File: src/sv/assert_macros.svh
// assertion macros used by the top level rtl file of the vertex transform
// no dependencies; include by bare file name
`ifndef ASSERT_MACROS_SVH
`define ASSERT_MACROS_SVH

// checked only while out of reset
`define MVT_ASSERT(lbl, clk, rst_n, prop, msg) \
  lbl: assert property (@(posedge clk) disable iff (!rst_n) prop) else $error(msg);

// checked at every edge, reset included
`define MVT_ASSERT_ALWAYS(lbl, clk, prop, msg) \
  lbl: assert property (@(posedge clk) prop) else $error(msg);

`endif

File: src/sv/mvt_pkg.sv
// shared types, widths and register codes for the 4x4 vertex transform
// no dependencies
`default_nettype none

package mvt_pkg;

  localparam int WORD_W    = 32;             // element and vertex component width
  localparam int FRAC_W    = 16;             // fraction bits, Q16.16
  localparam int HALF_W    = 32;             // one half of a config register
  localparam int CFG_W     = 2 * HALF_W;     // config register width
  localparam int NUM_REGS  = 8;
  localparam int CFG_IDX_W = $clog2(NUM_REGS);
  localparam int DIM       = 4;
  localparam int PROD_W    = 2 * WORD_W;     // exact product
  localparam int PAIR_W    = PROD_W + 1;     // sum of two products
  localparam int SUM_W     = PROD_W + 2;     // sum of four products
  localparam int BUS_W     = DIM * WORD_W;   // stream payload width

  typedef logic signed [WORD_W-1:0] word_t;
  typedef logic signed [PROD_W-1:0] prod_t;
  typedef logic signed [PAIR_W-1:0] pair_t;
  typedef logic signed [SUM_W-1:0]  sum_t;

  typedef word_t vec_t   [DIM];
  typedef word_t mat_t   [DIM][DIM];
  typedef prod_t prods_t [DIM][DIM];
  typedef pair_t pairs_t [DIM][2];
  typedef sum_t  sums_t  [DIM];

  // register indexes
  localparam logic [CFG_IDX_W-1:0] REG_ROW0_COLS01 = CFG_IDX_W'(0);
  localparam logic [CFG_IDX_W-1:0] REG_ROW0_COLS23 = CFG_IDX_W'(1);
  localparam logic [CFG_IDX_W-1:0] REG_ROW1_COLS01 = CFG_IDX_W'(2);
  localparam logic [CFG_IDX_W-1:0] REG_ROW1_COLS23 = CFG_IDX_W'(3);
  localparam logic [CFG_IDX_W-1:0] REG_ROW2_COLS01 = CFG_IDX_W'(4);
  localparam logic [CFG_IDX_W-1:0] REG_ROW2_COLS23 = CFG_IDX_W'(5);
  localparam logic [CFG_IDX_W-1:0] REG_ROW3_COLS01 = CFG_IDX_W'(6);
  localparam logic [CFG_IDX_W-1:0] REG_ROW3_COLS23 = CFG_IDX_W'(7);

  // 1.0 in fixed point, placed in the low or high half
  localparam logic [HALF_W-1:0] FX_ONE  = HALF_W'(1) << FRAC_W;
  localparam logic [CFG_W-1:0]  ONE_LO  = {{HALF_W{1'b0}}, FX_ONE};
  localparam logic [CFG_W-1:0]  ONE_HI  = {FX_ONE, {HALF_W{1'b0}}};
  localparam logic [CFG_W-1:0]  ZERO_CF = '0;

  // identity matrix
  localparam logic [CFG_W-1:0] CFG_RESET [NUM_REGS] = '{
    ONE_LO, ZERO_CF, ONE_HI, ZERO_CF, ZERO_CF, ONE_LO, ZERO_CF, ONE_HI
  };

  localparam word_t WORD_MAX = {1'b0, {(WORD_W-1){1'b1}}};
  localparam word_t WORD_MIN = {1'b1, {(WORD_W-1){1'b0}}};

endpackage

`default_nettype wire

File: src/sv/mvt_acc.sv
// stages 2 and 3: exact adder tree over the four products of each row
// depends on mvt_pkg
`default_nettype none

module mvt_acc (
  input  wire logic             clk,
  input  wire logic             rst_n,
  input  wire logic             in_valid,
  output logic                  in_ready,
  input  wire mvt_pkg::prods_t  prod,
  output logic                  out_valid,
  input  wire logic             out_ready,
  output mvt_pkg::sums_t        sum
);

  logic             pair_valid_r;
  logic             sum_valid_r;
  logic             pair_ready;
  logic             sum_ready;
  mvt_pkg::pairs_t  pair_r;
  mvt_pkg::pairs_t  pair_nxt;
  mvt_pkg::sums_t   sum_r;
  mvt_pkg::sums_t   sum_nxt;

  assign sum_ready  = !sum_valid_r || out_ready;
  assign pair_ready = !pair_valid_r || sum_ready;
  assign in_ready   = pair_ready;
  assign out_valid  = sum_valid_r;
  assign sum        = sum_r;

  always_comb begin
    for (int r = 0; r < mvt_pkg::DIM; r++) begin
      pair_nxt[r][0] = mvt_pkg::pair_t'(prod[r][0]) + mvt_pkg::pair_t'(prod[r][1]);
      pair_nxt[r][1] = mvt_pkg::pair_t'(prod[r][2]) + mvt_pkg::pair_t'(prod[r][3]);
      sum_nxt[r]     = mvt_pkg::sum_t'(pair_r[r][0]) + mvt_pkg::sum_t'(pair_r[r][1]);
    end
  end

  always_ff @(posedge clk) begin
    if (!rst_n) begin
      pair_valid_r <= 1'b0;
      sum_valid_r  <= 1'b0;
    end else begin
      if (pair_ready) begin
        pair_valid_r <= in_valid;
      end
      if (sum_ready) begin
        sum_valid_r <= pair_valid_r;
      end
    end
  end

  always_ff @(posedge clk) begin
    if (pair_ready && in_valid) begin
      pair_r <= pair_nxt;
    end
    if (sum_ready && pair_valid_r) begin
      sum_r <= sum_nxt;
    end
  end

endmodule

`default_nettype wire

File: config.mk
export PLATFORM = sky130hd
export DESIGN_NAME = mvt_acc
export DESIGN_NICKNAME = d
export VERILOG_FILES = /design/src/sv/assert_macros.svh /design/src/sv/mvt_pkg.sv /design/src/sv/mvt_acc.sv
export SDC_FILE = /design/constraint.sdc
export NUM_CORES = 2
export LEC_CHECK = 0
export ABC_AREA = 0
export BUFFER_PORTS_ARGS = -buffer_cell sky130_fd_sc_hd__buf_2
export CELL_PAD_IN_SITES_DETAIL_PLACEMENT = 2
export CELL_PAD_IN_SITES_GLOBAL_PLACEMENT = 2
export CORE_ASPECT_RATIO = 0.6
export CORE_UTILIZATION = 29
export CTS_BUF_LIST = sky130_fd_sc_hd__clkbuf_4
export DETAILED_ROUTE_END_ITERATION = 12
export PLACE_DENSITY_LB_ADDON = 0.1
export SYNTH_ARGS = -nofsm -noshare
export SYNTH_HDL_FRONTEND = slang
export SYNTH_SLANG_ARGS = --single-unit
File: constraint.sdc
create_clock -name clk -period 36.2 [get_ports clk]
set_input_delay 7.24 -clock clk [delete_from_list [all_inputs] [get_ports clk]]
set_output_delay 7.24 -clock clk [all_outputs]
set_load 0.03 [all_outputs]
After elaboration in Yosys (flattened, before gate mapping)
Cells that the tools add are included.
Storage, ports and cells
  register bits: 786
  output and inout bits: 266
  logic and storage cells: 32
Cells by class
  $add $sub $neg: 12
  reductions and logical operators: 6
Operators with widths (number)
  $add A64 B64 Y65: 8
  $add A65 B65 Y66: 4
  $logic_and A1 B1 Y1: 2
  $logic_not A1 Y1: 2
  $logic_or A1 B1 Y1: 2

Depth between registers and ports, before layout
  word-level depth: 4
  gate-level depth with buffers: 13

Worst setup path before layout
Ideal clock, no wire load.
  kind: input -> register
  start point: input out_ready
  end point: register pair_r[0] in the netlist's numbering, enable pin
  library setup time: 0.949 ns
  data arrival time: 19.328 ns
  data required time: 35.251 ns
  slack: 15.923 ns
  cell stages on the path: 3
  path buffers: 0
  path through: nor2b_1 nand2_1 and2_1
On the way
  cells in the longest elaborated chain, start to end: 3
RTL lines
  start, declared: RTL line mvt_acc.sv:12  | input wire logic out_ready,
  $logic_or A1 B1 Y1: RTL line mvt_acc.sv:25  | assign sum_ready = !sum_valid_r || out_ready;
  $logic_or A1 B1 Y1: RTL line mvt_acc.sv:26  | assign pair_ready = !pair_valid_r || sum_ready;
  named net in_ready: RTL line mvt_acc.sv:9  | output logic in_ready,
  $logic_and A1 B1 Y1: RTL line mvt_acc.sv:54  | if (pair_ready && in_valid) begin
  end signal, assigned: RTL line mvt_acc.sv:55  | pair_r <= pair_nxt;
  end, declared: RTL line mvt_acc.sv:20  | mvt_pkg::pairs_t pair_r;
The timed path passes the listed nets, and every way through them passes these cells.
A chain may end at the register's enable or synchronous reset.

Final worst setup path
  start point: input out_ready
  end point: output in_ready
On the way
  cells in the longest elaborated chain, start to end: 2
RTL lines (RTL line)
  $logic_or A1 B1 Y1: mvt_acc.sv:25
  $logic_or A1 B1 Y1: mvt_acc.sv:26
  end, declared: mvt_acc.sv:9
No other way between the ends.

==> out/metrics.csv <==
stage,metric,value,unit
floorplan,Top Ports,1294,
drt,wire length on met2,146000,microns
drt,final wirelength,340000,microns
clocking,Sink Count,786,
hold_path,Hold Crit Class,reg -> reg,
clocking,CTS tree,done,
final_layout,post-layout util,34.4,%
drt,DRT iter0 DRCs,4527,
logic_synthesis,Post-Syn Area,69000,sq um
logic_synthesis,dominant synthesized flop cell,edfxtp_1,
drt,WL per Instance,27.8,microns
timing,fin crit share,42.3,%
clocking,H-tree levels,4,
timing,final setup fails,0,
logic_synthesis,number of synthesized flops with an enable pin,784,
clocking,number of buffers created by CTS,222,
pwr,static leakage,35.0,nW
final_layout,nets,10633,
drt,M1 wire length,164000,microns
logic_synthesis,Synth top area share,34.1,%
placed_design,number of port buffers,1293,
timing,Worst-Margin Slew,1.14,ns
drt,Routed Antenna Nets,0,
clocking,post-cts sizing count,0,
timing,Slew headroom,22.3,%
drt,Post-route DRC,0,
pwr,internal power,2.30,mW
drt,total iterations of the first detailed-routing run,5,
timing,TNS Setup,0,ns
final_layout,layout cell share with drive strength beyond 1,18.9,%
worst_setup_path,CP Data Required Time,28.96,ns
timing,hold slack,0.543,ns
timing,skew final,0.144,ns
floorplan,Core ar.,236000,sq um
clocking,Post-CTS Setup Repair Bufs,0,
timing,Final WS setup,20.90,ns
drt,DR vias/cell,5.53,
logic_synthesis,Ys Warns,0,
logic_synthesis,Avg Inst Size Synth,9.07,sq um
final_layout,Reg area,23600,sq um
floorplan,Die Y,380,microns
run_status,status,"finished, final reports clean",
logic_synthesis,Mapped Cells,7606,
run,max cap viols,0,
floorplan,die area,240000,sq um
timing,crit path time final,15.30,ns
logic_synthesis,post-synth top area cell,edfxtp_1,
worst_setup_path,crit-path max FO,4,
worst_setup_path,CP startpoint kind,primary input,
placed_design,post-DP HPWL,292000,microns
final_layout,Finished Layout Cells,12204,
floorplan,die width,632,microns
floorplan,Site Rows,138,
worst_setup_path,CP arrival,8.06,ns
global_route,largest net degree at the start of global routing,141,
logic_synthesis,ranking of synthesized cells by area,"edfxtp_1 (34%), ha_1 (14%), a21oi_1 (6.7%)",
drt,uppermost layer routed,met5,
worst_setup_path,CP Capture Type,primary output,
drt,DR WL met3,14000,microns
clocking,"Reg clk slew, reported paths",0.07,ns
logic_synthesis,post-synth cell types,93,
final_layout,area grow syn2layout,17.8,%
pwr,Switching Share,43.6,%
global_route,Total GRT Usage,27.2,%
worst_setup_path,WS Path Type,in -> out,
clocking,"Clk Latency, worst-skew pair",1.21,ns
pwr,Psw,1.77,mW
drt,DR vias,67539,
logic_synthesis,sequential fraction of the synthesis area,34.2,%
global_route,first-pass GRT wire length,489000,microns
placed_design,Routability Congestion,0.950,
timing,"Hold Vio Cnt, Final",0,
placed_design,Post-Place Setup Slack,20.93,ns
pwr,Clk pwr share,20.9,%
pwr,pwr/cell area,50.1,nW/um^2
timing,Max Clock Freq,0.0654,GHz
pwr,peak supply drop,18.4,uV
timing,Final Max Slew Viols,0,
clocking,Post-CTS Hold Buffers,0,
global_route,initial antenna violation count,184,
final_layout,multi-input logic area,43300,sq um
placed_design,cell count after placement,11747,
logic_synthesis,async set-reset flop share out of synthesis,0,%
global_route,gr ovfl total,0,
clocking,Longest Clk Path Bufs,4,
clocking,Root Driver,clkbuf_4,
global_route,vias in the first global route,70638,
logic_synthesis,Synth Register Bits,786,
final_layout,number of fill cells in the layout,26596,
pwr,Comb power frac,47.0,%
pwr,register share of total power,32.1,%
floorplan,initial core utilization,29.2,%
timing,RSZ-0062 raised after global routing,no,
logic_synthesis,Synth Net Count,9418,
==> per-layer routing <==
layer  global-route usage [%]  up-vias
met5                        0        -
met4                     11.2       44
met3                     3.21      613
met2                     41.6     1825
met1                     38.8    33713
li1                         -    31344
==> critical path, stage by stage <==
cell and delay [ns]:
buf_2 0.09, nor2b_1 0.36, nand2_1 0.15, buf_2 0.21
==> layout by cell type (no fill, tap or decap), types with 164 or more instances in the layout <==
cell / n
a21o_1: 481
a21oi_1: 918
buf_2: 1293
clkbuf_4: 296
edfxtp_1: 784
ha_1: 772
inv_1: 241
nand2_1: 601
nand3_1: 164
nand4_1: 222
nor2_1: 490
o21ai_0: 474
xnor2_1: 425
xor2_1: 258
==> cell type report <==
class	instances	share of cell area (%)
antenna	81	0.250
clock buffer	296	2.74
clock inverter	80	0.602
inverter	241	1.11
multi-input combinational	6262	53.3
sequential	786	29.0
tap	3150	4.85
timing repair buffer	1308	8.14
==> worst paths after layout <==
check | startpoint | end | cells after the start | slack, ns
worst max-delay path | out_ready | in_ready | 4 | 20.90
worst min-delay path | pair_r[455]$_DFFE_PP_ | sum[198]$_DFFE_PP_ | 1 | 0.54
worst max register to register | out_valid$_SDFFE_PN0P_ | pair_r[292]$_DFFE_PP_ | 7 | 31.28
worst min register to register | pair_r[455]$_DFFE_PP_ | sum[198]$_DFFE_PP_ | 1 | 0.54
==> synthesized netlist by cell type, drive strengths merged (37+ instances only) <==
cell,n
o21ai,495
o21a,99
o211ai,40
nor2,490
nor3,142
and2,44
inv,241
o31ai,56
a21boi,37
a21oi,920
o21bai,159
a31oi,98
xnor2,425
xor2,258
nand3,164
nand2,601
a21o,481
ha,772
nor2b,80
and3,67
edfxtp,784
nand4,222
nand2b,77
clkbuf,303
a211oi,77
==> kinds of logic after synthesis <==
family / Yosys count / share of synthesized area [%]
XOR/XNOR: 683 / 8.67
adder cells (fa/ha/maj): 784 / 14.4
multiplexers: 6 / 0.0907
AND/OR/NAND/NOR: 2046 / 14.3
buffers and inverters: 558 / 3.07
AO/OA/AOI/OAI: 2743 / 25.4
flip-flops: 786 / 34.2
==> sequential cells by signal, summed over array words and instances, names as in the netlist <==
name,cells
out_valid,1
pair_r,520
pair_valid_r,1
sum,264
==> power groups by stage <==
| stage | Sequential, mW | Combinational, mW | Clock, mW |
|---|---|---|---|
| floorplan | 1.41 | 1.09 | 0 |
| global placement | 1.32 | 1.84 | 0 |
| detailed placement | 1.33 | 1.88 | 0 |
| CTS | 1.31 | 1.89 | 0.887 |
| global route | 1.32 | 2.05 | 0.920 |
| finish | 1.31 | 1.91 | 0.852 |
==> metrics by stage <==
stage	instance area (sq um)	total power [mW]
final	81200	4.07
after global routing	81200	4.29
after CTS	81000	4.09
after detailed placement	78300	3.21
after global placement	78300	3.16
after floorplan	69000	2.50
(Power assumes the default switching activity.)
