**src/sv/assert_macros.svh**
```systemverilog
// assertion macros used by the top level rtl file of the vertex transform
// no dependencies; include by bare file name
`ifndef ASSERT_MACROS_SVH
`define ASSERT_MACROS_SVH

// checked only while out of reset
`define MVT_ASSERT(lbl, clk, rst_n, prop, msg) \
  lbl: assert property (@(posedge clk) disable iff (!rst_n) prop) else $error(msg);

// checked at every edge, reset included
`define MVT_ASSERT_ALWAYS(lbl, clk, prop, msg) \
  lbl: assert property (@(posedge clk) prop) else $error(msg);

`endif

```
**src/sv/mvt_pkg.sv**
```systemverilog
// shared types, widths and register codes for the 4x4 vertex transform
// no dependencies
`default_nettype none

package mvt_pkg;

  localparam int WORD_W    = 32;             // element and vertex component width
  localparam int FRAC_W    = 16;             // fraction bits, Q16.16
  localparam int HALF_W    = 32;             // one half of a config register
  localparam int CFG_W     = 2 * HALF_W;     // config register width
  localparam int NUM_REGS  = 8;
  localparam int CFG_IDX_W = $clog2(NUM_REGS);
  localparam int DIM       = 4;
  localparam int PROD_W    = 2 * WORD_W;     // exact product
  localparam int PAIR_W    = PROD_W + 1;     // sum of two products
  localparam int SUM_W     = PROD_W + 2;     // sum of four products
  localparam int BUS_W     = DIM * WORD_W;   // stream payload width

  typedef logic signed [WORD_W-1:0] word_t;
  typedef logic signed [PROD_W-1:0] prod_t;
  typedef logic signed [PAIR_W-1:0] pair_t;
  typedef logic signed [SUM_W-1:0]  sum_t;

  typedef word_t vec_t   [DIM];
  typedef word_t mat_t   [DIM][DIM];
  typedef prod_t prods_t [DIM][DIM];
  typedef pair_t pairs_t [DIM][2];
  typedef sum_t  sums_t  [DIM];

  // register indexes
  localparam logic [CFG_IDX_W-1:0] REG_ROW0_COLS01 = CFG_IDX_W'(0);
  localparam logic [CFG_IDX_W-1:0] REG_ROW0_COLS23 = CFG_IDX_W'(1);
  localparam logic [CFG_IDX_W-1:0] REG_ROW1_COLS01 = CFG_IDX_W'(2);
  localparam logic [CFG_IDX_W-1:0] REG_ROW1_COLS23 = CFG_IDX_W'(3);
  localparam logic [CFG_IDX_W-1:0] REG_ROW2_COLS01 = CFG_IDX_W'(4);
  localparam logic [CFG_IDX_W-1:0] REG_ROW2_COLS23 = CFG_IDX_W'(5);
  localparam logic [CFG_IDX_W-1:0] REG_ROW3_COLS01 = CFG_IDX_W'(6);
  localparam logic [CFG_IDX_W-1:0] REG_ROW3_COLS23 = CFG_IDX_W'(7);

  // 1.0 in fixed point, placed in the low or high half
  localparam logic [HALF_W-1:0] FX_ONE  = HALF_W'(1) << FRAC_W;
  localparam logic [CFG_W-1:0]  ONE_LO  = {{HALF_W{1'b0}}, FX_ONE};
  localparam logic [CFG_W-1:0]  ONE_HI  = {FX_ONE, {HALF_W{1'b0}}};
  localparam logic [CFG_W-1:0]  ZERO_CF = '0;

  // identity matrix
  localparam logic [CFG_W-1:0] CFG_RESET [NUM_REGS] = '{
    ONE_LO, ZERO_CF, ONE_HI, ZERO_CF, ZERO_CF, ONE_LO, ZERO_CF, ONE_HI
  };

  localparam word_t WORD_MAX = {1'b0, {(WORD_W-1){1'b1}}};
  localparam word_t WORD_MIN = {1'b1, {(WORD_W-1){1'b0}}};

endpackage

`default_nettype wire

```
**src/sv/mvt_sat.sv**
```systemverilog
// stage 4: floor shift by the fraction width, saturation, output register
// depends on mvt_pkg
`default_nettype none

module mvt_sat (
  input  wire logic            clk,
  input  wire logic            rst_n,
  input  wire logic            in_valid,
  output logic                 in_ready,
  input  wire mvt_pkg::sums_t  sum,
  output logic                 out_valid,
  input  wire logic            out_ready,
  output mvt_pkg::vec_t        res
);

  localparam mvt_pkg::sum_t SAT_MAX = mvt_pkg::sum_t'(mvt_pkg::WORD_MAX);
  localparam mvt_pkg::sum_t SAT_MIN = mvt_pkg::sum_t'(mvt_pkg::WORD_MIN);

  logic            valid_r;
  mvt_pkg::vec_t   res_r;
  mvt_pkg::vec_t   res_nxt;
  mvt_pkg::sums_t  shifted;

  assign in_ready  = !valid_r || out_ready;
  assign out_valid = valid_r;
  assign res       = res_r;

  always_comb begin
    for (int r = 0; r < mvt_pkg::DIM; r++) begin
      // arithmetic shift rounds toward minus infinity
      shifted[r] = sum[r] >>> mvt_pkg::FRAC_W;
      if (shifted[r] > SAT_MAX) begin
        res_nxt[r] = mvt_pkg::WORD_MAX;
      end else if (shifted[r] < SAT_MIN) begin
        res_nxt[r] = mvt_pkg::WORD_MIN;
      end else begin
        res_nxt[r] = shifted[r][mvt_pkg::WORD_W-1:0];
      end
    end
  end

  always_ff @(posedge clk) begin
    if (!rst_n) begin
      valid_r <= 1'b0;
    end else if (in_ready) begin
      valid_r <= in_valid;
    end
  end

  always_ff @(posedge clk) begin
    if (in_ready && in_valid) begin
      res_r <= res_nxt;
    end
  end

endmodule

`default_nettype wire
```
**config.mk**
```make
export PLATFORM = sky130hd
export DESIGN_NAME = mvt_sat
export DESIGN_NICKNAME = d
export VERILOG_FILES = /design/src/sv/assert_macros.svh /design/src/sv/mvt_pkg.sv /design/src/sv/mvt_sat.sv
export SDC_FILE = /design/constraint.sdc
export NUM_CORES = 1
export LEC_CHECK = 0
export ABC_AREA = 1
export BUFFER_PORTS_ARGS = -buffer_cell sky130_fd_sc_hd__buf_2
export CAP_MARGIN = 20
export CORE_AREA = 3 3 156 158
export CTS_CLUSTER_DIAMETER = 150
export DETAILED_ROUTE_END_ITERATION = 8
export DIE_AREA = 0 0 159 161
export GPL_TIMING_DRIVEN = 0
export MAX_ROUTING_LAYER = met4
export PLACE_DENSITY = 0.65
export SLEW_MARGIN = 40
export SYNTH_ARGS = -nofsm -noshare
export SYNTH_HDL_FRONTEND = slang
export SYNTH_SLANG_ARGS = --single-unit
```
**constraint.sdc**
```tcl
create_clock -name clk -period 11.4 [get_ports clk]
set_input_delay 2.85 -clock clk [delete_from_list [all_inputs] [get_ports clk]]
set_output_delay 2.85 -clock clk [all_outputs]
set_load 0.01 [all_outputs]
```
======== Word level (Yosys, flattened, before mapping) ========
Index checks and enable logic that the tools add are counted.
cells by class
  mux-type cells .......................... 4
  reductions and logical operators ........ 3
  $lt $le $gt $ge ......................... 8
operators with widths
  kind                  count
  $gt 50x32->1 const B  4
  $lt 50x32->1 const B  4
  $mux 32               4
  $logic_and 1x1->1     1
  $logic_not 1->1       1
  $logic_or 1x1->1      1
storage, ports and cells
  register bits after elaboration ......... 129
  output and inout bits ................... 130

======== Logic depth before layout (Yosys ltp) ========
Gate-level depths: netlist (run 1).
  depth in word-level cells ............... 3
  mapped depth ............................ 10

======== Least setup slack after synthesis (run 1) ========
No wires, ideal clock.
  kind .................................... in2reg
  start point ............................. input port in_valid
  end point ............................... register res_r (netlist bit res[0]), enable pin
  required time ........................... 10743 ps
  stages .................................. 2
  arrival ................................. 9051 ps
  slack ................................... 1692 ps
  library setup time ...................... 657 ps
  cell sequence ........................... inv_1 a21oi_1
between the ends
  cells in the longest elaborated chain, start to end .. 1
RTL lines
  element               RTL line       source
  start, declared       mvt_sat.sv:8   input wire logic in_valid,
  $logic_and 1x1->1     mvt_sat.sv:51  if (in_ready && in_valid) begin
  end signal, assigned  mvt_sat.sv:52  res_r <= res_nxt;
  end, declared         mvt_sat.sv:20  mvt_pkg::vec_t res_r;
Every way passes these cells.
A chain may end at the register's enable or synchronous reset.

======== Worst setup path in the final report (run 1) ========
  start point ............................. input port out_ready
  end point ............................... output port in_ready
between the ends
  cells in the longest elaborated chain, start to end .. 1
RTL lines
  element           RTL line       source
  start, declared   mvt_sat.sv:12  input wire logic out_ready,
  $logic_or 1x1->1  mvt_sat.sv:24  assign in_ready = !valid_r || out_ready;
  end, declared     mvt_sat.sv:9   output logic in_ready,
Every way passes these cells.

==> results of run 1 <==
[worst max-delay path by stage]
stage | start | end | slack (ns) | depth (start not counted)
2_1_floorplan | in_valid | res[0] | 1.69 | 2
3_3_place_gp | in_valid | res[32] | -1.15 | 3
3_5_place_dp | out_ready | in_ready | 5.29 | 4
4_1_cts | out_ready | in_ready | 5.29 | 4
5_1_grt | out_ready | in_ready | 5.24 | 4
6_report | out_ready | in_ready | 5.29 | 4
[cell usage in the layout, fill, tap and decap left out, types with 12 or more instances in the layout]
cell type	n
nor2_1	40
nand2_1	298
edfxtp_1	128
nand4_1	16
buf_6	12
clkbuf_16	17
buf_2	336
inv_1	46
nand2_2	12
[per-layer routing]
layer  up-vias  routed length, um  track usage
li1       2682                  -            -
met1      2414               7090        0.157
met2       215               8470        0.220
met3        17               1250       0.0346
met4         0                299       0.0454
met5         -                  0            -
[flip-flops by register name, summed over array words and instances, names as in the netlist]
signal	cells
out_valid	1
res	128
[cells in the mapped netlist]
cell type and n:
a21boi_0 1, a21o_1 1, a21oi_1 1, buf_2 3, buf_4 9, buf_6 12
clkbuf_1 4, dfxtp_1 1, edfxtp_1 128, inv_1 46, nand2_1 298, nand2_2 12
nand3_1 7, nand3_2 2, nand3b_1 4, nand4_1 16, nor2_1 40, nor2_2 2
nor3_1 9, nor3_2 2, o21ai_1 2, o21ai_2 2, o21bai_2 1, or2_0 2
[power breakdown]
| group | internal (mW) | switching [mW] |
|---|---|---|
| clock | 0.348 | 0.219 |
| sequential | 0.557 | 0.00663 |
| combinational | 0.0712 | 0.0907 |
[logic make-up (layout without fill, tap and decap cells)]
family / Yosys count / after routing / synth area share
and+or+nand+nor: 394 / 394 / 0.272
DFF: 129 / 129 / 0.650
buffers and inverters: 74 / 447 / 0.0682
AOI/OAI and AO/OA: 8 / 8 / 0.00989
other: 0 / 2 / 0
[critical path: stages]
cell and delay (ns):
buf_2 0.10, inv_1 0.10, nand2_1 0.07, buf_2 0.14
[cell type report]
cell class / instances / area, um^2 / share of cell area
diodes: 2 / 5.00 / 0.000570
plain buffers: 28 / 233 / 0.0265
clock buffers: 18 / 429 / 0.0489
clock inverters: 14 / 179 / 0.0204
inverters: 46 / 173 / 0.0197
multi-input cells: 402 / 1690 / 0.192
flip-flops and latches: 129 / 3860 / 0.440
well taps: 319 / 399 / 0.0454
repair buffers: 341 / 1810 / 0.206
==> run summary, run 1 <==
### Clocking
• done — clock tree from TritonCTS
• 2 — number of buffers on the longest clock path
• 4 — H-Tree Level Count
• 129 — CTS sink cnt
• 0 — CTS Hold Buffers Added
• 0 — number of instances resized during post-cts repair
• clkbuf_16 — Clk Tree Root Cell
• 17 — total CTS buffers
• 0.07 ns — post-CTS clock slew at the launch and capture registers of the worst setup and hold paths
• 0 — post-CTS setup-driven buffer insertion count
• 0.41 ns — clock latency of the later-clocked register in the worst-skew pair

### Synth
• edfxtp_1 (65%), nand2_1 (19%), inv_1 (2.9%) — cell types with the largest area share after synthesis
• 24 — number of distinct library cells after synthesis
• 9.83 um^2 — Post-Syn Area per Cell
• edfxtp_1 — most area-hungry cell type in the Yosys netlist
• 605 — post-synthesis instance total
• 0.00595 mm^2 — mapped cell area
• 0.650 — sequential cell area fraction in the yosys report
• 0.646 — Yosys top cell area share
• 129 — number of register bits inferred by synthesis
• 873 — net count of the mapped netlist
• 0 — warnings from Yosys

### Worst setup path
• 8.55 ns — CP Data Required Time
• output port — critical path endpoint category
• out_valid — startpoint of the most critical register-to-register path
• res[49] — reg-to-reg endpoint
• primary input — kind of start point of the critical path
• primary input to output port — class of the most critical setup path
• 5 — length in cells of the worst reg-to-reg path
• 2 — highest fanout seen on the critical path
• 9.53 ns — flop-to-flop setup slack
• 3.26 ns — WP data arrival

### Worst hold path
• 2 — Min-Delay Path Depth
• out_valid — Worst Hold End
• out_valid — min-delay src
• register to register — path type of the worst min-delay path

### Global route
• 21 — maximum number of pins on one net before global-route repair
• 5101 — number of global-route vias before repair
• 2 — number of antenna violations at the first check in global routing
• 0.132 — gr usage total
• 26.3 mm — global-route wire length before repair
• 0 — GRT overflow

### Detailed routing
• 5328 — total via count in the routed design
• 269 — iteration-0 DRC count of the detailed router
• 4.10 — via/cell ratio
• 13.2 um — average wire length per cell after detail routing
• 0 — DRC violations left
• 0 — remaining number of nets flagged by the antenna check after routing
• 4 — count of TritonRoute iterations in the first routing pass
• 17.1 mm — total wire length after detailed routing

### Final layout
• 1233 — number of nets at the end of the flow
• 47.7% — area growth from synthesis to layout
• 0.378 — final standard cell utilization of the core
• 1299 — Final Instance Count excl. Fillers
• 2350 — fillers
• 0.427 — fraction of final layout cells sized beyond drive strength 1
• 0.00878 mm^2 — final std cell area, no fill

### Placed design
• 5.29 ns — pre-CTS worst setup slack
• 0.00817 mm^2 — cell area after placement
• 333 — count of input and output buffers
• 1265 — dpl cells
• 13.8 mm — half-perimeter wire length after detailed placement
• 0.797 — final RePlAce weighted congestion

### Timing
• 0.0135 ns — Max Clock Skew
• 0 — final-report hold violation count
• 0.565 ns — hold_ws
• 0.703 — Slew headroom
• 5.29 ns — post-layout worst setup margin
• 0 ns — sum of negative setup slack
• 0 — number of max-slew violations in the final report
• 0.445 ns — Slew @ Worst Pin
• false — setup repair after global routing missed its margin
• 164 MHz — maximum clock rate
• 0 — Final setup violation count
• 6.11 ns — Min Clock Period, post-route
• 0.536 — ratio of final minimum period to clock period

### Power
• 1.29 mW — Final Total Pwr
• 147 mW/mm^2 — Cell Pwr Density
• 0.0000728 V — IR Drop Worst-Case VDD
• 4.14 nW — standby leakage power

### Die
• 159 um — overall die width
• 398 — I/O Pins
• 0.0256 mm^2 — die area
• 56 — site row count
• 0.0233 mm^2 — floorplan core area
• 161 um — y dimension of the die
• 0.256 — Initial Utilization

### Outcome
• completed — outcome

### Job
• 0 — number of maximum-capacitance violations

Power figures use the tool's default switching activity.
==> run 2, diff against run 1 <==
Settings changed: PLACE_DENSITY 0.65 to 0.66.
Clock period 11.4 ns to 5.1 ns, I/O delays scaled along.
==> run 2 against run 1 <==
Compared with the run above:
- sequential share of layout area rose by 0.14 points
- first-iteration DRC count rose by 10%
- design area fell by 0.31%
- clock skew fell by 0.0058 ns
- sequential cell count did not move
- highest routed layer unchanged
==> run summary, run 2 (synthesized netlist as in run 1, its figures left out) <==
### Worst setup path
• 3.28 ns — flop-to-flop setup slack, -6.25 ns
• output port — critical path endpoint category
• 5 — length in cells of the worst reg-to-reg path, unchanged
• 3 — number of buffer and inverter instances along the worst setup path, unchanged
• in_ready — last element of the critical path
• out_ready — critical path launch point
• buf_2 — cell with the largest stage delay on the worst path
• primary input to output port — class of the most critical setup path
• out_valid — startpoint of the most critical register-to-register path
• 3.83 ns — CP Data Required Time, -4.72 ns
• primary input — kind of start point of the critical path
• buf_2, inv_1, nand2_1, buf_2 — crit path cell chain
• res[13] — reg-to-reg endpoint
• buf_2 — Crit path top cell by count
• 0.14 ns — CP peak stage delay, about the same
• 4 — Worst path depth, unchanged
• buffers and inverters — top cell family by delay on the critical path
• 1.68 ns — WP data arrival, -1.58 ns
• 2 — highest fanout seen on the critical path, unchanged

### Die
• 161 um — y dimension of the die, unchanged
• 159 um — overall die width, unchanged
• 56 — site row count, unchanged
• 0.0233 mm^2 — floorplan core area, unchanged
• 0.256 — Initial Utilization, unchanged
• 0.0256 mm^2 — die area, unchanged
• 398 — I/O Pins, unchanged

### Power
• 0.248 — switching power as a share of total power, +0.00357
• 4.14 nW — standby leakage power, about the same
• 324 mW/mm^2 — Cell Pwr Density, +120%
• 2.13 mW — Internal Dissipation, +120%
• 0.000174 V — IR Drop Worst-Case VDD, +140%
• 0.705 mW — reported net switching power, +120%
• 0.128 — fraction of power consumed by combinational cells, +0.003
• 0.428 — clock share of power, -0.010
• 0.444 — register share of total power, +0.008

### Timing
• 0 — number of max-slew violations in the final report, unchanged
• 0 — final-report hold violation count, unchanged
• 338 MHz — maximum clock rate
• false — setup repair after global routing missed its margin
• 0.557 ns — hold_ws, -0.00815 ns
• 0 — Final setup violation count, unchanged
• 0.580 — ratio of final minimum period to clock period
• 2.96 ns — Min Clock Period, post-route
• 0.398 ns — Slew @ Worst Pin, -0.0472 ns
• 0 ns — sum of negative setup slack, unchanged
• 0.00775 ns — Max Clock Skew, -0.00579 ns
• 0.734 — Slew headroom, +0.0315

### Placed design
• 333 — count of input and output buffers, unchanged
• 13.9 mm — half-perimeter wire length after detailed placement, +0.97%
• 0.823 — final RePlAce weighted congestion, +3.2%

### Detailed routing
• 4 — count of TritonRoute iterations in the first routing pass, unchanged
• 5283 — total via count in the routed design, -0.84%
• 17.4 mm — total wire length after detailed routing, +1.6%
• 4.07 — via/cell ratio, -0.84%
• 0 — remaining number of nets flagged by the antenna check after routing, unchanged
• 0 — DRC violations left, unchanged
• 13.4 um — average wire length per cell after detail routing, +1.6%
• 297 — iteration-0 DRC count of the detailed router, +10%

### Global route
• 5185 — number of global-route vias before repair, +1.6%
• 27.1 mm — global-route wire length before repair, +3.3%
• 0 — GRT overflow, unchanged
• 0.137 — gr usage total, +0.00444
• 20 — maximum number of pins on one net before global-route repair, -4.8%
• 2 — number of antenna violations at the first check in global routing, unchanged

### Clocking
• 0.06 ns — post-CTS clock slew at the launch and capture registers of the worst setup and hold paths, about the same
• 4 — H-Tree Level Count, unchanged
• 0 — post-CTS setup-driven buffer insertion count, unchanged
• 2 — number of buffers on the longest clock path, unchanged
• 0 — number of instances resized during post-cts repair, unchanged
• 0.40 ns — clock latency of the later-clocked register in the worst-skew pair, about the same
• done — clock tree from TritonCTS
• 129 — CTS sink cnt, unchanged
• 0 — CTS Hold Buffers Added, unchanged
• clkbuf_16 — Clk Tree Root Cell
• 17 — total CTS buffers, unchanged

### Final layout
• 0.427 — fraction of final layout cells sized beyond drive strength 1, unchanged
• buf_2 — most common cell after layout, fill and taps aside
• 47.2% — area growth from synthesis to layout
• 2407 — fillers, +2.4%
• buf_2 (336), nand2_1 (298), edfxtp_1 (128) — commonest cells after routing, fill and taps aside
• 128 — flip-flop count of the largest register after layout, unchanged
• 1233 — number of nets at the end of the flow, unchanged

### Worst hold path
• out_valid — min-delay src
• register to register — path type of the worst min-delay path

### Outcome
• completed — outcome

### Job
• 0 — number of maximum-capacitance violations, unchanged

## run 2: changes by cell type in the layout (fill, tap and decap cells not counted), sizes merged
cell | previous run | this run
inv | 50 | 51
clkinv | 4 | 6
clkinvlp | 3 | 1
bufinv | 3 | 2
## run 2: metal layers
| metal | GRT usage | vias up | routed length [um] |
|---|---|---|---|
| li1 | - | 2682 | - |
| met1 | 0.164 | 2375 | 7360 |
| met2 | 0.222 | 201 | 8530 |
| met3 | 0.0331 | 25 | 1030 |
| met4 | 0.0565 | 0 | 473 |
| met5 | - | - | 0 |
## run 2: area by class of cell
class                           instances  area, um^2  share of cell area
Antenna cell                            2        5.00            0.000572
Buffer                                 28         233              0.0266
Clock buffer                           18         429              0.0490
Clock inverter                         14         155              0.0177
Inverter                               46         173              0.0197
Multi-Input combinational cell        402        1690               0.193
Sequential cell                       129        3860               0.441
Tap cell                              319         399              0.0456
Timing Repair Buffer                  341        1810               0.207
## run 2: power by group through the flow
| stage | clock (mW) | sequential (mW) | combinational, mW |
|---|---|---|---|
| CTS | 1.26 | 1.26 | 0.369 |
| global route | 1.31 | 1.27 | 0.405 |
| floorplan | 0 | 1.32 | 0.126 |
| finish | 1.22 | 1.26 | 0.363 |
| global placement | 0 | 1.29 | 0.347 |
| detailed placement | 0 | 1.28 | 0.368 |
## run 2: tightest hold or removal path, cell delays in order, from the launching register on
cell and delay, ns:
dfxtp_1 0.34, nand2_1 0.09, a21boi_0 0.08
## run 2: how the worst min path moves through the flow
stage	slack (ns)	cells past startpoint	end
after global routing	0.62	2	out_valid
final	0.56	2	out_valid
after detailed placement	0.54	2	out_valid
after CTS	0.55	2	out_valid
after floorplan	0.63	2	out_valid
after global placement	0.53	2	out_valid
## run 2: metrics by stage
step | total power [mW] | area, um^2 | worst slack [ns] | std cells | util
floorplan | 1.45 | 5960 | 1.17 | 605 | -
global placement | 1.63 | 8020 | 0.139 | 1257 | 0.345
detailed placement | 1.65 | 8170 | 2.14 | 1265 | 0.351
CTS | 2.89 | 8750 | 2.14 | 1297 | 0.376
global route | 2.98 | 8750 | 2.09 | 1299 | 0.376
finish | 2.84 | 8750 | 2.14 | 1299 | 0.376
==> run 3, diff against run 2 <==
Settings changed: ABC_AREA 1 to 0, CORE_AREA 3 3 156 158 to 3 3 153 155, DIE_AREA 0 0 159 161 to 0 0 156 158, PLACE_DENSITY 0.66 to 0.64.
Clock period 5.1 ns to 3 ns, I/O delays scaled along.
==> run 3 against run 2 <==
Compared with the run above:
- critical path depth increased by 2
- hold slack got worse by 0.016 ns
- global-route usage decreased by 0.65 points
- cell count decreased by 24%
- sequential power increased by 70%
- clock power increased by 80%
- design area decreased by 7.1%
- first-iteration DRC count decreased by 53%
- sequential cell count unchanged
- clock skew decreased by 0.00050 ns
- via count decreased by 17%
- critical path type is now primary input to register
==> run summary, run 3 <==
### Outcome
• completed — outcome

### Synth
• 128 — count of flip-flops with a built-in enable after synthesis, unchanged
• 0.708 — Yosys top cell area share, +0.0617
• edfxtp_1 — top_reg_cell synth
• edfxtp_1 (128), a21o_1 (120), clkbuf_1 (16), nand4_1 (16), nor4_1 (16) — cell types with the highest counts after synthesis
• 0 — warnings from Yosys, unchanged
• 0 — share of flip-flops with an asynchronous set or reset after synthesis, unchanged
• 0.00543 mm^2 — mapped cell area, -8.7%
• edfxtp_1 — count leader, synth
• 18 — number of distinct library cells after synthesis, -25%
• 129 — number of register bits inferred by synthesis, unchanged
• 15.9 um^2 — Post-Syn Area per Cell, +62%
• edfxtp_1 — most area-hungry cell type in the Yosys netlist
• 609 — net count of the mapped netlist, -30%
• 341 — post-synthesis instance total, -44%
• edfxtp_1 (71%), a21o_1 (17%), buf_6 (2.5%) — cell types with the largest area share after synthesis
• 0.712 — sequential cell area fraction in the yosys report, +0.0620

### Clocking
• clkbuf_16 — Clk Tree Root Cell
• 129 — CTS sink cnt, unchanged
• 4 — H-Tree Level Count, unchanged
• done — clock tree from TritonCTS
• 0.06 ns — post-CTS clock slew at the launch and capture registers of the worst setup and hold paths, about the same
• 2 — number of buffers on the longest clock path, unchanged
• 0 — post-CTS setup-driven buffer insertion count, unchanged
• 0 — number of instances resized during post-cts repair, unchanged
• 0.40 ns — clock latency of the later-clocked register in the worst-skew pair, about the same
• 0 — CTS Hold Buffers Added, unchanged
• 17 — total CTS buffers, unchanged

### Timing
• 0 — number of max-slew violations in the final report, unchanged
• 0.637 — ratio of final minimum period to clock period
• false — setup repair after global routing missed its margin
• 0.00725 ns — Max Clock Skew, -0.000500 ns
• 0 ns — sum of negative setup slack, unchanged
• 0.629 — Slew headroom, -0.105
• 0.557 ns — Slew @ Worst Pin, +0.159 ns
• 1.91 ns — Min Clock Period, post-route
• 524 MHz — maximum clock rate
• 0 — final-report hold violation count, unchanged
• 0.541 ns — hold_ws, -0.0158 ns
• 0 — Final setup violation count, unchanged

### Placed design
• 333 — count of input and output buffers, unchanged
• 12.9 mm — half-perimeter wire length after detailed placement, -7.5%
• 0.792 — final RePlAce weighted congestion, -3.7%

### Power
• 602 mW/mm^2 — Cell Pwr Density, +85%
• 0.115 — fraction of power consumed by combinational cells, -0.013
• 0.438 — register share of total power, -0.006
• 3.77 mW — Internal Dissipation, +77%
• 0.229 — switching power as a share of total power, -0.0196
• 0.447 — clock share of power, +0.019
• 3.73 nW — standby leakage power, -9.9%
• 0.000306 V — IR Drop Worst-Case VDD, +76%
• 4.89 mW — Final Total Pwr, +72%
• 1.12 mW — reported net switching power, +59%

### Final layout
• 964 — number of nets at the end of the flow, -22%
• 0.00386 mm^2 — Register Area, unchanged
• 49.8% — area growth from synthesis to layout
• 0.550 — fraction of final layout cells sized beyond drive strength 1, +0.123
• 0.00137 mm^2 — area of the multi-input gates, -19%
• 2132 — fillers, -11%
• buf_2 (333), edfxtp_1 (128), a21o_1 (120) — commonest cells after routing, fill and taps aside
• buf_2 — most common cell after layout, fill and taps aside
• 128 — flip-flop count of the largest register after layout, unchanged

### Worst setup path
• 3.15 ns — CP Data Required Time, -0.68 ns
• 2.06 ns — WP data arrival, +0.38 ns
• primary input to register — class of the most critical setup path
• primary input — kind of start point of the critical path
• out_valid — startpoint of the most critical register-to-register path
• 10 — highest fanout seen on the critical path, +8
• register — critical path endpoint category
• sum[116] — critical path launch point

### Die
• 156 um — overall die width, -1.9%
• 0.0246 mm^2 — die area, -3.7%
• 0.247 — Initial Utilization, -0.00841
• 158 um — y dimension of the die, -1.9%
• 398 — I/O Pins, unchanged
• 0.0220 mm^2 — floorplan core area, -5.6%
• 54 — site row count, -3.6%

### Worst hold path
• out_valid — min-delay src
• register to register — path type of the worst min-delay path

### Detailed routing
• 0 — remaining number of nets flagged by the antenna check after routing, unchanged
• 16.5 um — average wire length per cell after detail routing, +23%
• 140 — iteration-0 DRC count of the detailed router, -53%
• 4369 — total via count in the routed design, -17%
• 6 — count of TritonRoute iterations in the first routing pass, +2
• 16.4 mm — total wire length after detailed routing, -5.9%
• 0 — DRC violations left, unchanged
• 4.41 — via/cell ratio, +8.5%

### Global route
• 23.8 mm — global-route wire length before repair, -12%
• 44 — maximum number of pins on one net before global-route repair, +120%
• 0 — GRT overflow, unchanged
• 0.130 — gr usage total, -0.00653
• 4464 — number of global-route vias before repair, -14%
• 0 — number of antenna violations at the first check in global routing, -2

### Job
• 0 — number of maximum-capacitance violations, unchanged

-- run 3: cells by family (layout without fill, tap and decap cells) --
family | Yosys count | count (layout) | share of synthesized area
compound gates | 133 | 133 | 0.194
buf+inv | 29 | 397 | 0.0366
flops | 129 | 129 | 0.712
other cells | 0 | 1 | 0
simple gates | 50 | 50 | 0.0576
-- run 3: layout make-up --
cell class                      instances  share of cell area
Tap cell                              280              0.0431
Clock buffer                           18              0.0528
Inverter                                1            0.000462
Timing Repair Buffer                  336               0.212
Antenna cell                            1            0.000308
Clock inverter                         14              0.0234
Multi-Input combinational cell        183               0.168
Buffer                                 28              0.0240
Sequential cell                       129               0.475
-- run 3: final timing paths --
kind,slack (ns),endpoint,cells after the start
worst max-delay path,1.09,res[44],6
worst max register to register,1.39,res[92],4
worst min-delay path,0.54,out_valid,2
worst min register to register,0.54,out_valid,2
-- run 3: power groups by stage --
stage | combinational, mW | clock (mW) | sequential [mW]
final | 0.561 | 2.19 | 2.14
after global routing | 0.615 | 2.33 | 2.15
after CTS | 0.572 | 2.26 | 2.14
after detailed placement | 0.570 | 0 | 2.18
after global placement | 0.547 | 0 | 2.19
after floorplan | 0.185 | 0 | 2.25
-- run 3: through the flow --
step / utilization / instances / worst slack, ns / instance area [um^2]
3_5_place_dp: 0.342 / 957 / 0.661 / 7510
5_1_grt: 0.370 / 989 / 1.00 / 8130
6_report: 0.370 / 990 / 1.09 / 8130
2_1_floorplan: - / 341 / 0.0236 / 5430
3_3_place_gp: 0.339 / 954 / -0.733 / 7450
4_1_cts: 0.370 / 989 / 1.09 / 8130
-- run 3: per-layer routing --
metal,up-vias,track usage,share of wire
met5,-,-,0
met4,0,0.0324,0.010
met3,15,0.0514,0.091
met2,221,0.227,0.51
met1,2059,0.139,0.39
li1,2074,-,-
-- run 3: critical path, stage by stage --
cell and delay (ns):
buf_2 0.11, nor4_1 0.30, and3_1 0.21, a31oi_1 0.15, clkbuf_1 0.31, a21o_1 0.24
